$ cat src/hdl/dss_pkg.sv
// ----------------------------------------------------------------------------
// dss_pkg: shared types, constants and coil tables
// Shared by the controller, the datapath and the period divider of the
// dual stepper sequencer.
// ----------------------------------------------------------------------------
`default_nettype none

package dss_pkg;

    // Step counter widths
    localparam int COUNT_WIDTH = 20;
    localparam int TAKEN_WIDTH = COUNT_WIDTH + 1;

    // Step period (ticks) and the one-rpm bases
    localparam int           PERIOD_W    = 15;
    localparam logic [14:0]  PERIOD_FULL = 15'd29297;
    localparam logic [14:0]  PERIOD_HALF = 15'd14648;
    localparam int           SPEED_W     = 8;
    localparam int           DIV_CNT_W   = $clog2(PERIOD_W);

    // Stream widths
    localparam int S_DATA_W = 32;
    localparam int M_DATA_W = 16;

    // Item modes (tuser)
    localparam logic [1:0] MODE_TICK  = 2'd0;
    localparam logic [1:0] MODE_START = 2'd1;
    localparam logic [1:0] MODE_STOP  = 2'd2;

    // Step kinds
    localparam logic [1:0] KIND_WAVE = 2'd0;
    localparam logic [1:0] KIND_FULL = 2'd1;
    localparam logic [1:0] KIND_HALF = 2'd2;

    // Directions
    localparam logic [1:0] DIR_FWD   = 2'd0;
    localparam logic [1:0] DIR_BACK  = 2'd1;
    localparam logic [1:0] DIR_LEFT  = 2'd2;
    localparam logic [1:0] DIR_RIGHT = 2'd3;

    // Controller -> datapath commands
    typedef struct packed {
        logic tick;
        logic start;
        logic stop;
        logic load_out;
    } t_dp_cmd;

    // Datapath -> controller status
    typedef struct packed {
        logic div_done;
    } t_dp_stat;

    // Mirror a 4-bit coil row
    function automatic logic [3:0] rev4(input logic [3:0] r);
        rev4 = {r[0], r[1], r[2], r[3]};
    endfunction

    // Coil row for a phase index; half step uses all three bits
    function automatic logic [3:0] coil_row(input logic [1:0] kind, input logic [2:0] idx);
        logic [3:0] row;
        row = 4'd0;
        case (kind)
            KIND_HALF: begin
                case (idx)
                    3'd0: row = 4'd1;
                    3'd1: row = 4'd3;
                    3'd2: row = 4'd2;
                    3'd3: row = 4'd6;
                    3'd4: row = 4'd4;
                    3'd5: row = 4'd12;
                    3'd6: row = 4'd8;
                    default: row = 4'd9;
                endcase
            end
            KIND_FULL: begin
                case (idx[1:0])
                    2'd0: row = 4'd3;
                    2'd1: row = 4'd6;
                    2'd2: row = 4'd12;
                    default: row = 4'd9;
                endcase
            end
            default: begin
                // wave, also for the unused kind code
                case (idx[1:0])
                    2'd0: row = 4'd1;
                    2'd1: row = 4'd2;
                    2'd2: row = 4'd4;
                    default: row = 4'd8;
                endcase
            end
        endcase
        coil_row = row;
    endfunction

    // Map one row onto motor A (low nibble) and motor B (high nibble)
    function automatic logic [7:0] pin_map(input logic [3:0] row, input logic [1:0] dir);
        logic [3:0] a;
        logic [3:0] b;
        a = row;
        b = row;
        case (dir)
            DIR_FWD:  begin a = row;       b = rev4(row); end
            DIR_BACK: begin a = rev4(row); b = row;       end
            DIR_LEFT: begin a = rev4(row); b = rev4(row); end
            default:  begin a = row;       b = row;       end
        endcase
        pin_map = {b, a};
    endfunction

endpackage

`default_nettype wire

$ cat src/hdl/dss_div.sv
// ----------------------------------------------------------------------------
// dss_div: step period divider
// Restoring divider, one quotient bit per cycle, base ticks by speed.
// ----------------------------------------------------------------------------
`default_nettype none

module dss_div (
    input  wire logic                           i_clk,
    input  wire logic                           i_rst_n,
    input  wire logic                           i_start,
    input  wire logic [dss_pkg::PERIOD_W-1:0]   i_dividend,
    input  wire logic [dss_pkg::SPEED_W-1:0]    i_divisor,
    output      logic                           o_done,
    output      logic [dss_pkg::PERIOD_W-1:0]   o_quotient
);

    localparam logic [dss_pkg::DIV_CNT_W-1:0] LAST_STEP =
        dss_pkg::DIV_CNT_W'(dss_pkg::PERIOD_W - 1);

    logic                            r_busy, n_busy;
    logic                            r_done, n_done;
    logic [dss_pkg::DIV_CNT_W-1:0]   r_cnt, n_cnt;
    logic [dss_pkg::PERIOD_W-1:0]    r_quo, n_quo;
    logic [dss_pkg::SPEED_W-1:0]     r_rem, n_rem;
    logic [dss_pkg::SPEED_W-1:0]     r_dsr, n_dsr;
    logic [dss_pkg::SPEED_W:0]       rem_sh;

    // One shift-subtract step per cycle
    always_comb begin
        n_busy = r_busy;
        n_done = 1'b0;
        n_cnt  = r_cnt;
        n_quo  = r_quo;
        n_rem  = r_rem;
        n_dsr  = r_dsr;
        rem_sh = {r_rem, r_quo[dss_pkg::PERIOD_W-1]};
        if (i_start) begin
            n_busy = 1'b1;
            n_cnt  = '0;
            n_quo  = i_dividend;
            n_rem  = '0;
            n_dsr  = i_divisor;
        end else if (r_busy) begin
            if (rem_sh >= {1'b0, r_dsr}) begin
                n_rem = dss_pkg::SPEED_W'(rem_sh - {1'b0, r_dsr});
                n_quo = {r_quo[dss_pkg::PERIOD_W-2:0], 1'b1};
            end else begin
                n_rem = rem_sh[dss_pkg::SPEED_W-1:0];
                n_quo = {r_quo[dss_pkg::PERIOD_W-2:0], 1'b0};
            end
            n_cnt = r_cnt + 1'b1;
            if (r_cnt == LAST_STEP) begin
                n_busy = 1'b0;
                n_done = 1'b1;
            end
        end
    end

    always_ff @(posedge i_clk) begin
        if (!i_rst_n) begin
            r_busy <= 1'b0;
            r_done <= 1'b0;
            r_cnt  <= '0;
        end else begin
            r_busy <= n_busy;
            r_done <= n_done;
            r_cnt  <= n_cnt;
        end
    end

    always_ff @(posedge i_clk) begin
        r_quo <= n_quo;
        r_rem <= n_rem;
        r_dsr <= n_dsr;
    end

    assign o_done     = r_done;
    assign o_quotient = r_quo;

endmodule

`default_nettype wire

$ cat src/hdl/dss_datapath.sv
// ----------------------------------------------------------------------------
// dss_datapath: move state, step timer and coil pattern
// Holds the move registers, advances steps on ticks and builds the
// result beat payload.
// ----------------------------------------------------------------------------
`default_nettype none

module dss_datapath (
    input  wire logic                       i_clk,
    input  wire logic                       i_rst_n,
    input  wire dss_pkg::t_dp_cmd           i_cmd,
    output      dss_pkg::t_dp_stat          o_stat,
    input  wire logic                       i_cfg_we,
    input  wire logic [1:0]                 i_cfg_wdata,
    input  wire logic [1:0]                 i_direction,
    input  wire logic [19:0]                i_step_total,
    input  wire logic [dss_pkg::SPEED_W-1:0] i_speed_rpm,
    output      logic [7:0]                 o_coil_pins,
    output      logic                       o_busy_res,
    output      logic                       o_stepped
);

    localparam int TW = dss_pkg::TAKEN_WIDTH;
    localparam int CW = dss_pkg::COUNT_WIDTH;
    localparam int PW = dss_pkg::PERIOD_W;

    logic [1:0]     r_kind, n_kind;
    logic [TW-1:0]  r_steps, n_steps;
    logic [CW-1:0]  r_target, n_target;
    logic [PW-1:0]  r_timer, n_timer;
    logic [PW-1:0]  r_period, n_period;
    logic [1:0]     r_dir, n_dir;
    logic           r_moving, n_moving;
    logic [7:0]     r_pins, n_pins;
    logic           stepped;

    logic [TW-1:0]  steps_inc;
    logic [PW:0]    timer_inc;
    logic [CW-1:0]  total_cut;

    logic [PW-1:0]          div_base;
    logic [dss_pkg::SPEED_W-1:0] div_speed;
    logic                   div_done;
    logic [PW-1:0]          div_quo;

    // Period divider, started with each move
    assign div_base  = (r_kind == dss_pkg::KIND_HALF) ? dss_pkg::PERIOD_HALF
                                                      : dss_pkg::PERIOD_FULL;
    assign div_speed = (i_speed_rpm == '0) ? dss_pkg::SPEED_W'(1) : i_speed_rpm;

    dss_div u_div (
        .i_clk      (i_clk),
        .i_rst_n    (i_rst_n),
        .i_start    (i_cmd.start),
        .i_dividend (div_base),
        .i_divisor  (div_speed),
        .o_done     (div_done),
        .o_quotient (div_quo)
    );

    assign o_stat.div_done = div_done;

    assign steps_inc = r_steps + 1'b1;
    assign timer_inc = {1'b0, r_timer} + 1'b1;
    assign total_cut = CW'(i_step_total);

    // Next move state
    always_comb begin
        n_kind   = r_kind;
        n_steps  = r_steps;
        n_target = r_target;
        n_timer  = r_timer;
        n_period = r_period;
        n_dir    = r_dir;
        n_moving = r_moving;
        n_pins   = r_pins;
        stepped  = 1'b0;

        if (i_cfg_we) begin
            n_kind = i_cfg_wdata;
        end
        if (div_done) begin
            n_period = div_quo;
        end

        if (i_cmd.start) begin
            n_target = total_cut;
            n_dir    = i_direction;
            n_timer  = '0;
            n_steps  = TW'(1);
            n_pins   = dss_pkg::pin_map(dss_pkg::coil_row(r_kind, 3'd1), i_direction);
            stepped  = 1'b1;
            n_moving = (total_cut != '0);
        end else if (i_cmd.stop) begin
            n_pins   = '0;
            n_moving = 1'b0;
            n_timer  = '0;
        end else if (i_cmd.tick && r_moving) begin
            if (timer_inc >= {1'b0, r_period}) begin
                // period elapsed: take the next step
                n_timer  = '0;
                n_steps  = steps_inc;
                n_pins   = dss_pkg::pin_map(dss_pkg::coil_row(r_kind, steps_inc[2:0]), r_dir);
                stepped  = 1'b1;
                n_moving = !(steps_inc > {1'b0, r_target});
            end else begin
                n_timer = timer_inc[PW-1:0];
            end
        end
    end

    always_ff @(posedge i_clk) begin
        if (!i_rst_n) begin
            r_kind   <= dss_pkg::KIND_WAVE;
            r_steps  <= '0;
            r_target <= '0;
            r_timer  <= '0;
            r_period <= '0;
            r_dir    <= dss_pkg::DIR_FWD;
            r_moving <= 1'b0;
            r_pins   <= '0;
        end else begin
            r_kind   <= n_kind;
            r_steps  <= n_steps;
            r_target <= n_target;
            r_timer  <= n_timer;
            r_period <= n_period;
            r_dir    <= n_dir;
            r_moving <= n_moving;
            r_pins   <= n_pins;
        end
    end

    // Output beat payload
    always_ff @(posedge i_clk) begin
        if (i_cmd.load_out) begin
            o_coil_pins <= n_pins;
            o_busy_res  <= n_moving;
            o_stepped   <= stepped;
        end
    end

    // A stop always leaves the coils released and the move ended
    a_stop_clears: assert property (@(posedge i_clk) disable iff (!i_rst_n)
        i_cmd.stop && !i_cmd.start |=> r_pins == '0 && !r_moving)
        else $error("coils not released after stop");

    // While moving the step count never passes the target
    a_moving_bound: assert property (@(posedge i_clk) disable iff (!i_rst_n)
        r_moving |-> r_steps <= {1'b0, r_target})
        else $error("moving past last step");

    // A start always shows a step on its result beat
    a_start_steps: assert property (@(posedge i_clk) disable iff (!i_rst_n)
        i_cmd.start && i_cmd.load_out |=> o_stepped)
        else $error("start beat without step");

endmodule

`default_nettype wire

$ cat src/hdl/dss_ctrl.sv
// ----------------------------------------------------------------------------
// dss_ctrl: sequencer controller
// Accepts input beats, decodes the mode into datapath commands, holds
// input off while the step period is divided, and owns the result valid.
// ----------------------------------------------------------------------------
`default_nettype none

module dss_ctrl (
    input  wire logic               i_clk,
    input  wire logic               i_rst_n,
    input  wire logic               i_s_tvalid,
    output      logic               o_s_tready,
    input  wire logic [1:0]         i_mode,
    output      logic               o_m_tvalid,
    input  wire logic               i_m_tready,
    output      dss_pkg::t_dp_cmd   o_cmd,
    input  wire dss_pkg::t_dp_stat  i_stat
);

    localparam logic ST_IDLE = 1'b0;
    localparam logic ST_DIV  = 1'b1;

    logic r_state, n_state;
    logic r_out_valid, n_out_valid;
    logic accept;

    // Ready only when idle and the result register is free or draining
    assign o_s_tready = (r_state == ST_IDLE) && (!r_out_valid || i_m_tready);
    assign accept     = i_s_tvalid && o_s_tready;

    // Mode decode
    always_comb begin
        o_cmd = '0;
        o_cmd.load_out = accept;
        if (accept) begin
            unique case (i_mode)
                dss_pkg::MODE_TICK:  o_cmd.tick  = 1'b1;
                dss_pkg::MODE_START: o_cmd.start = 1'b1;
                dss_pkg::MODE_STOP:  o_cmd.stop  = 1'b1;
                default: ;
            endcase
        end
    end

    // State and result valid
    always_comb begin
        n_state = r_state;
        unique case (r_state)
            ST_IDLE: begin
                if (o_cmd.start) begin
                    n_state = ST_DIV;
                end
            end
            ST_DIV: begin
                if (i_stat.div_done) begin
                    n_state = ST_IDLE;
                end
            end
            default: n_state = ST_IDLE;
        endcase

        n_out_valid = r_out_valid;
        if (accept) begin
            n_out_valid = 1'b1;
        end else if (i_m_tready) begin
            n_out_valid = 1'b0;
        end
    end

    always_ff @(posedge i_clk) begin
        if (!i_rst_n) begin
            r_state     <= ST_IDLE;
            r_out_valid <= 1'b0;
        end else begin
            r_state     <= n_state;
            r_out_valid <= n_out_valid;
        end
    end

    assign o_m_tvalid = r_out_valid;

    // A start beat always enters the divide wait
    a_start_div: assert property (@(posedge i_clk) disable iff (!i_rst_n)
        o_cmd.start |=> r_state == ST_DIV)
        else $error("start did not enter divide wait");

    // No beat is taken while the period is being divided
    a_no_accept_div: assert property (@(posedge i_clk) disable iff (!i_rst_n)
        r_state == ST_DIV |-> !o_s_tready)
        else $error("input accepted during divide");

    // A pending result is never overwritten
    a_no_overwrite: assert property (@(posedge i_clk) disable iff (!i_rst_n)
        o_cmd.load_out |-> !r_out_valid || i_m_tready)
        else $error("result overwritten while stalled");

endmodule

`default_nettype wire

$ cat src/hdl/dual_stepper_sequencer_top.sv
// ----------------------------------------------------------------------------
// dual_stepper_sequencer_top: two-motor unipolar stepper sequencer
// Drives two 4-coil motors from a stream of tick, start and stop beats.
// ----------------------------------------------------------------------------
// Usage:
//   Input stream: tuser carries the mode (tick, start, stop); tdata carries
//   direction, step count and speed. Each accepted beat yields one result
//   beat with the coil pins, the busy flag and the stepped flag.
//   The step kind register is written through i_cfg_we / i_cfg_wdata; write it
//   only while the block is idle, as the block itself does not enforce this.
// Result timing and throughput:
//   Tick and stop beats: result valid in the cycle after accept; one beat
//   per cycle while the result side keeps up.
//   Start beats: result valid in the cycle after accept; the next beat is
//   taken only once the bit-serial period divider is done (15 quotient
//   bits, one per cycle, plus load and write-back).
// Stalls: a single result register sits on the output; while it is full
//   and not taken, o_s_tready stays low and no new beat is taken.
// Reset: synchronous, active low; coils released, no move, wave step kind.
// ----------------------------------------------------------------------------
`default_nettype none

module dual_stepper_sequencer_top (
    input  wire logic                           i_clk,
    input  wire logic                           i_rst_n,
    // input stream
    input  wire logic                           i_s_tvalid,
    output      logic                           o_s_tready,
    // tdata: [1:0] direction, [21:2] step_total, [29:22] speed_rpm, [31:30] zero
    input  wire logic [dss_pkg::S_DATA_W-1:0]   i_s_tdata,
    // tuser: [1:0] mode
    input  wire logic [1:0]                     i_s_tuser,
    // result stream
    output      logic                           o_m_tvalid,
    input  wire logic                           i_m_tready,
    // tdata: [7:0] coil_pins, [8] busy_res, [9] stepped, [15:10] zero
    output      logic [dss_pkg::M_DATA_W-1:0]   o_m_tdata,
    // step kind register
    input  wire logic                           i_cfg_we,
    input  wire logic [1:0]                     i_cfg_wdata
);

    dss_pkg::t_dp_cmd   cmd;
    dss_pkg::t_dp_stat  stat;
    logic [7:0]         coil_pins;
    logic               busy_res;
    logic               stepped;

    // Controller
    dss_ctrl u_ctrl (
        .i_clk      (i_clk),
        .i_rst_n    (i_rst_n),
        .i_s_tvalid (i_s_tvalid),
        .o_s_tready (o_s_tready),
        .i_mode     (i_s_tuser),
        .o_m_tvalid (o_m_tvalid),
        .i_m_tready (i_m_tready),
        .o_cmd      (cmd),
        .i_stat     (stat)
    );

    // Datapath
    dss_datapath u_dp (
        .i_clk        (i_clk),
        .i_rst_n      (i_rst_n),
        .i_cmd        (cmd),
        .o_stat       (stat),
        .i_cfg_we     (i_cfg_we),
        .i_cfg_wdata  (i_cfg_wdata),
        .i_direction  (i_s_tdata[1:0]),
        .i_step_total (i_s_tdata[21:2]),
        .i_speed_rpm  (i_s_tdata[29:22]),
        .o_coil_pins  (coil_pins),
        .o_busy_res   (busy_res),
        .o_stepped    (stepped)
    );

    // Result beat packing
    assign o_m_tdata = {6'd0, stepped, busy_res, coil_pins};

endmodule

`default_nettype wire

$ cat config.mk
export PLATFORM = sky130hd
export DESIGN_NAME = dual_stepper_sequencer_top
export DESIGN_NICKNAME = d
export VERILOG_FILES = /design/src/hdl/dss_pkg.sv /design/src/hdl/dss_div.sv /design/src/hdl/dss_datapath.sv /design/src/hdl/dss_ctrl.sv /design/src/hdl/dual_stepper_sequencer_top.sv
export SDC_FILE = /design/constraint.sdc
export NUM_CORES = 1
export LEC_CHECK = 0
export ABC_AREA = 0
export BUFFER_PORTS_ARGS = -buffer_cell sky130_fd_sc_hd__buf_2
export CAP_MARGIN = 20
export CORE_UTILIZATION = 40
export CTS_CLUSTER_SIZE = 30
export DETAILED_ROUTE_END_ITERATION = 8
export PLACE_DENSITY = 0.58
export RECOVER_POWER = 25
export REMOVE_ABC_BUFFERS = 1
export SYNTH_ARGS = -nofsm -noshare
export SYNTH_HDL_FRONTEND = slang
export SYNTH_HIERARCHICAL = 1
export SYNTH_SLANG_ARGS = --single-unit
$ cat constraint.sdc
create_clock -name i_clk -period 5.4 [get_ports i_clk]
set_input_delay 1.08 -clock i_clk [delete_from_list [all_inputs] [get_ports i_clk]]
set_output_delay 1.08 -clock i_clk [all_outputs]
set_load 0.02 [all_outputs]
==> metrics.yaml <==
status:
  status: "finished with violations"
  violations: "max-capacitance violations, max-slew violations"
logic_synthesis:
  avgSynthCellArea_sq_um: 9.10
  synth-edff-count: 33
  yosysMostFrequentCell: "dfxtp_1"
  synth.area.top_cells: "dfxtp_1 25%, edfxtp_1 12%, ha_1 9.2%, mux2i_1 5.6%, nor2b_1 3.4%"
  synth-seq-area-share_pct: 37.2
  synthFlopType: "dfxtp_1"
  async_flop_share_pct: 0
  synth_area_sq_um: 8050
  synthTopCellsByCount: "100 x dfxtp_1, 64 x nor2_1, 63 x inv_1"
  ys.warnings.count: 6
  yosysTopAreaCell: "dfxtp_1"
  ys_types: 80
  yosys.area.top_type_share_pct: 24.9
  ys_ff_latch: 133
  synthesis.instances: 884
floorplanning:
  die_x_microns: 144
  coreArea_sq_um: 19600
  rows: 51
  initial_core_util_pct: 41.1
  die_area_sq_um: 20700
  boundaryPins: 59
  die_h_microns: 144
clock_network:
  cts_buffers: 17
  cts_root_buffer: "clkbuf_16"
  clock-sinks: 133
  cts_tree: "done"
  path_clk_slew_ns: 0.06
  post_cts_buffers: 0
  cts.path.max_buffers: 2
  hold_buffers: 0
  insertion_delay_ns: 0.43
  ctsResizeCount: 0
  h-tree-depth: 4
power:
  power.total_w: 0.00275
  netSwitchingPower_w: 0.000777
  p_leak_nw: 3.40
  pwr-share-seq_pct: 40.6
  switching_share_pct: 28.2
  clockPowerShare_pct: 42.0
  p_per_area_nw_per_um2: 306
  internal-power_w: 0.00198
  peakVddDrop_mv: 0.227
  power_frac_comb_pct: 17.4
cells_and_area:
  final_nets: 1023
  n_antenna_cell: 0
  drive_gt1_share_pct: 12.2
  utilization_pct: 45.9
  syn_to_final_growth_pct: 11.8
route:
  antenna_left: 0
  drc: 0
  num_vias: 6207
  drt-total-wl_microns: 17800
  drt-initial-drc-count: 357
  wl_per_cell_microns: 14.8
  via_per_inst: 5.17
  drt_first_pass_iters: 5
global_route:
  grt_max_degree: 42
  gr-total-overflow: 0
  grtUsageTotal_pct: 18.9
  grt_pass1_vias: 6125
  grt_pass1_wl_microns: 30500
  antenna_found_initial: 0
critical_path:
  path_cells: "ha_1 -> nand3_1 -> nor4_1 -> nand3_1 -> xnor2_1 -> ha_1 -> nand4_1 -> nor2_1 -> a221o_1 -> a221o_1 -> or3_1 -> a32oi_1 -> and2_1"
  critPathLaunchType: "flip-flop"
  cp.required_ns: 5.77
  cp_max_fo: 8
  critPathArrivalTime_ns: 4.57
  crit_path_end_kind: "flip-flop"
  max_stage_delay_ns: 0.67
  worstSetupPathType: "reg2reg"
  cp_slowest_cell: "nor4_1"
sta:
  relSlewSlack_pct: -18.5
  max_freq_ghz: 0.238
  rsz0062_at_grt: "no"
  hold_viol_final: 0
  final.setup.tns_ns: 0
  worst_pin_slew_ns: 1.78
  fin_crit_sh_pct: 77.9
  drv_slew: 29
  finalCriticalPeriod_ns: 4.20
  finalClockSkew_ns: 0.00719
  setup_viol: 0
  fin_hold_ws_ns: 0.485
place:
  dpl.hpwl_microns: 12600
  portBuffers: 50
  place.gp.congestion: 0.823
worst_hold_path:
  hp-class: "reg2reg"
flow_run:
  max-cap-violations: 1
-- routing by layer --
| metal | routed length (microns) | GRT usage, % | up-vias | part of all wire (%) |
|---|---|---|---|---|
| met2 | 8430 | 31.2 | 85 | 47 |
| met3 | 443 | 3.20 | 22 | 2.5 |
| li1 | - | - | 3179 | - |
| met5 | 0 | 0 | - | 0 |
| met4 | 267 | 6.49 | 0 | 1.5 |
| met1 | 8650 | 24.6 | 2921 | 49 |
-- stage by stage --
| stage | area (sq um) | setup WS (ns) | std cells |
|---|---|---|---|
| floorplan | 7820 | 0.365 | 846 |
| global placement | 8450 | 1.22 | 1168 |
| detailed placement | 8450 | 1.24 | 1168 |
| CTS | 9030 | 1.17 | 1200 |
| global route | 9000 | 0.853 | 1200 |
| finish | 9000 | 1.20 | 1200 |
-- cells in the final DEF (no fill, tap or decap), drive strengths merged, types with 4 or more instances in the layout --
cell type and instances:
dfxtp 100, nor2 67, inv 65, ha 59
nand2 58, buf 48, nor2b 45, mux2i 45
a21oi 45, nand3 36, o21ai 36, edfxtp 33
xnor2 31, clkbuf 28, xor2 21, nor3 16
nand4 15, conb 14, or3 14, mux2 14
o211ai 11, nor4 10, and3 10, a211oi 8
nand2b 8, o22ai 7, clkinv 7, and2 6
a21o 6, o21a 5, a311oi 5, o31a 5
o31ai 5, and4 4, a211o 4
-- worst max-delay path: cells and delay by family (launching register included) --
| kind | cells | cell delay, ns |
|---|---|---|
| compound gates | 3 | 0.92 |
| xor+xnor | 1 | 0.23 |
| fa+ha+maj | 2 | 0.58 |
| flops | 1 | 0.52 |
| simple gates | 7 | 1.90 |
-- cell type report --
type	instances	area, sq um
fill	1929	10600
timing repair buffer	57	287
clock inverter	13	130
clock buffer	19	454
multi-input combinational	649	4560
inverter	64	240
sequential	133	2990
tap	265	332
-- final timing paths --
check        depth (start not counted)                       endpoint                           from  slack (ns)
max                                 13       u_dp/r_moving$_SDFF_PN0_   u_dp/r_steps[0]$_SDFFE_PN0P_        1.20
min                                  2  u_dp/r_timer[10]$_SDFFE_PP0P_  u_dp/r_timer[10]$_SDFFE_PP0P_        0.48
max reg2reg                         13       u_dp/r_moving$_SDFF_PN0_   u_dp/r_steps[0]$_SDFFE_PN0P_        1.20
min reg2reg                          2  u_dp/r_timer[10]$_SDFFE_PP0P_  u_dp/r_timer[10]$_SDFFE_PP0P_        0.48
-- sequential cells by signal, indices dropped and copies added (netlist names) --
register	cells
u_ctrl/o_m_tvalid	1
u_ctrl/r_state	1
u_dp/o_busy_res	1
u_dp/o_coil_pins	8
u_dp/o_stepped	1
u_dp/r_dir	2
u_dp/r_kind	2
u_dp/r_moving	1
u_dp/r_period	15
u_dp/r_pins	8
u_dp/r_steps	21
u_dp/r_target	20
u_dp/r_timer	15
u_dp/u_div/o_done	1
u_dp/u_div/o_quotient	15
u_dp/u_div/r_busy	1
u_dp/u_div/r_cnt	4
u_dp/u_div/r_dsr	8
u_dp/u_div/r_rem	8
-- cells by family after synthesis --
group | Yosys count | share of synthesized area, %
other cells | 3 | 0.140
mux | 59 | 7.56
simple gates | 305 | 20.4
buf+inv | 113 | 6.35
flops | 133 | 37.2
fa+ha+maj | 60 | 9.42
xor+xnor | 52 | 5.66
compound gates | 159 | 13.3
-- power groups by stage --
stage	sequential, W	combinational (W)	clock, W
2_1_floorplan	0.00114	0.000357	0
4_1_cts	0.00112	0.000481	0.00118
3_5_place_dp	0.00114	0.000479	0
6_report	0.00112	0.000478	0.00116
5_1_grt	0.00113	0.000543	0.00122
3_3_place_gp	0.00114	0.000474	0
No activity file was read; power rests on OpenSTA's default activity.
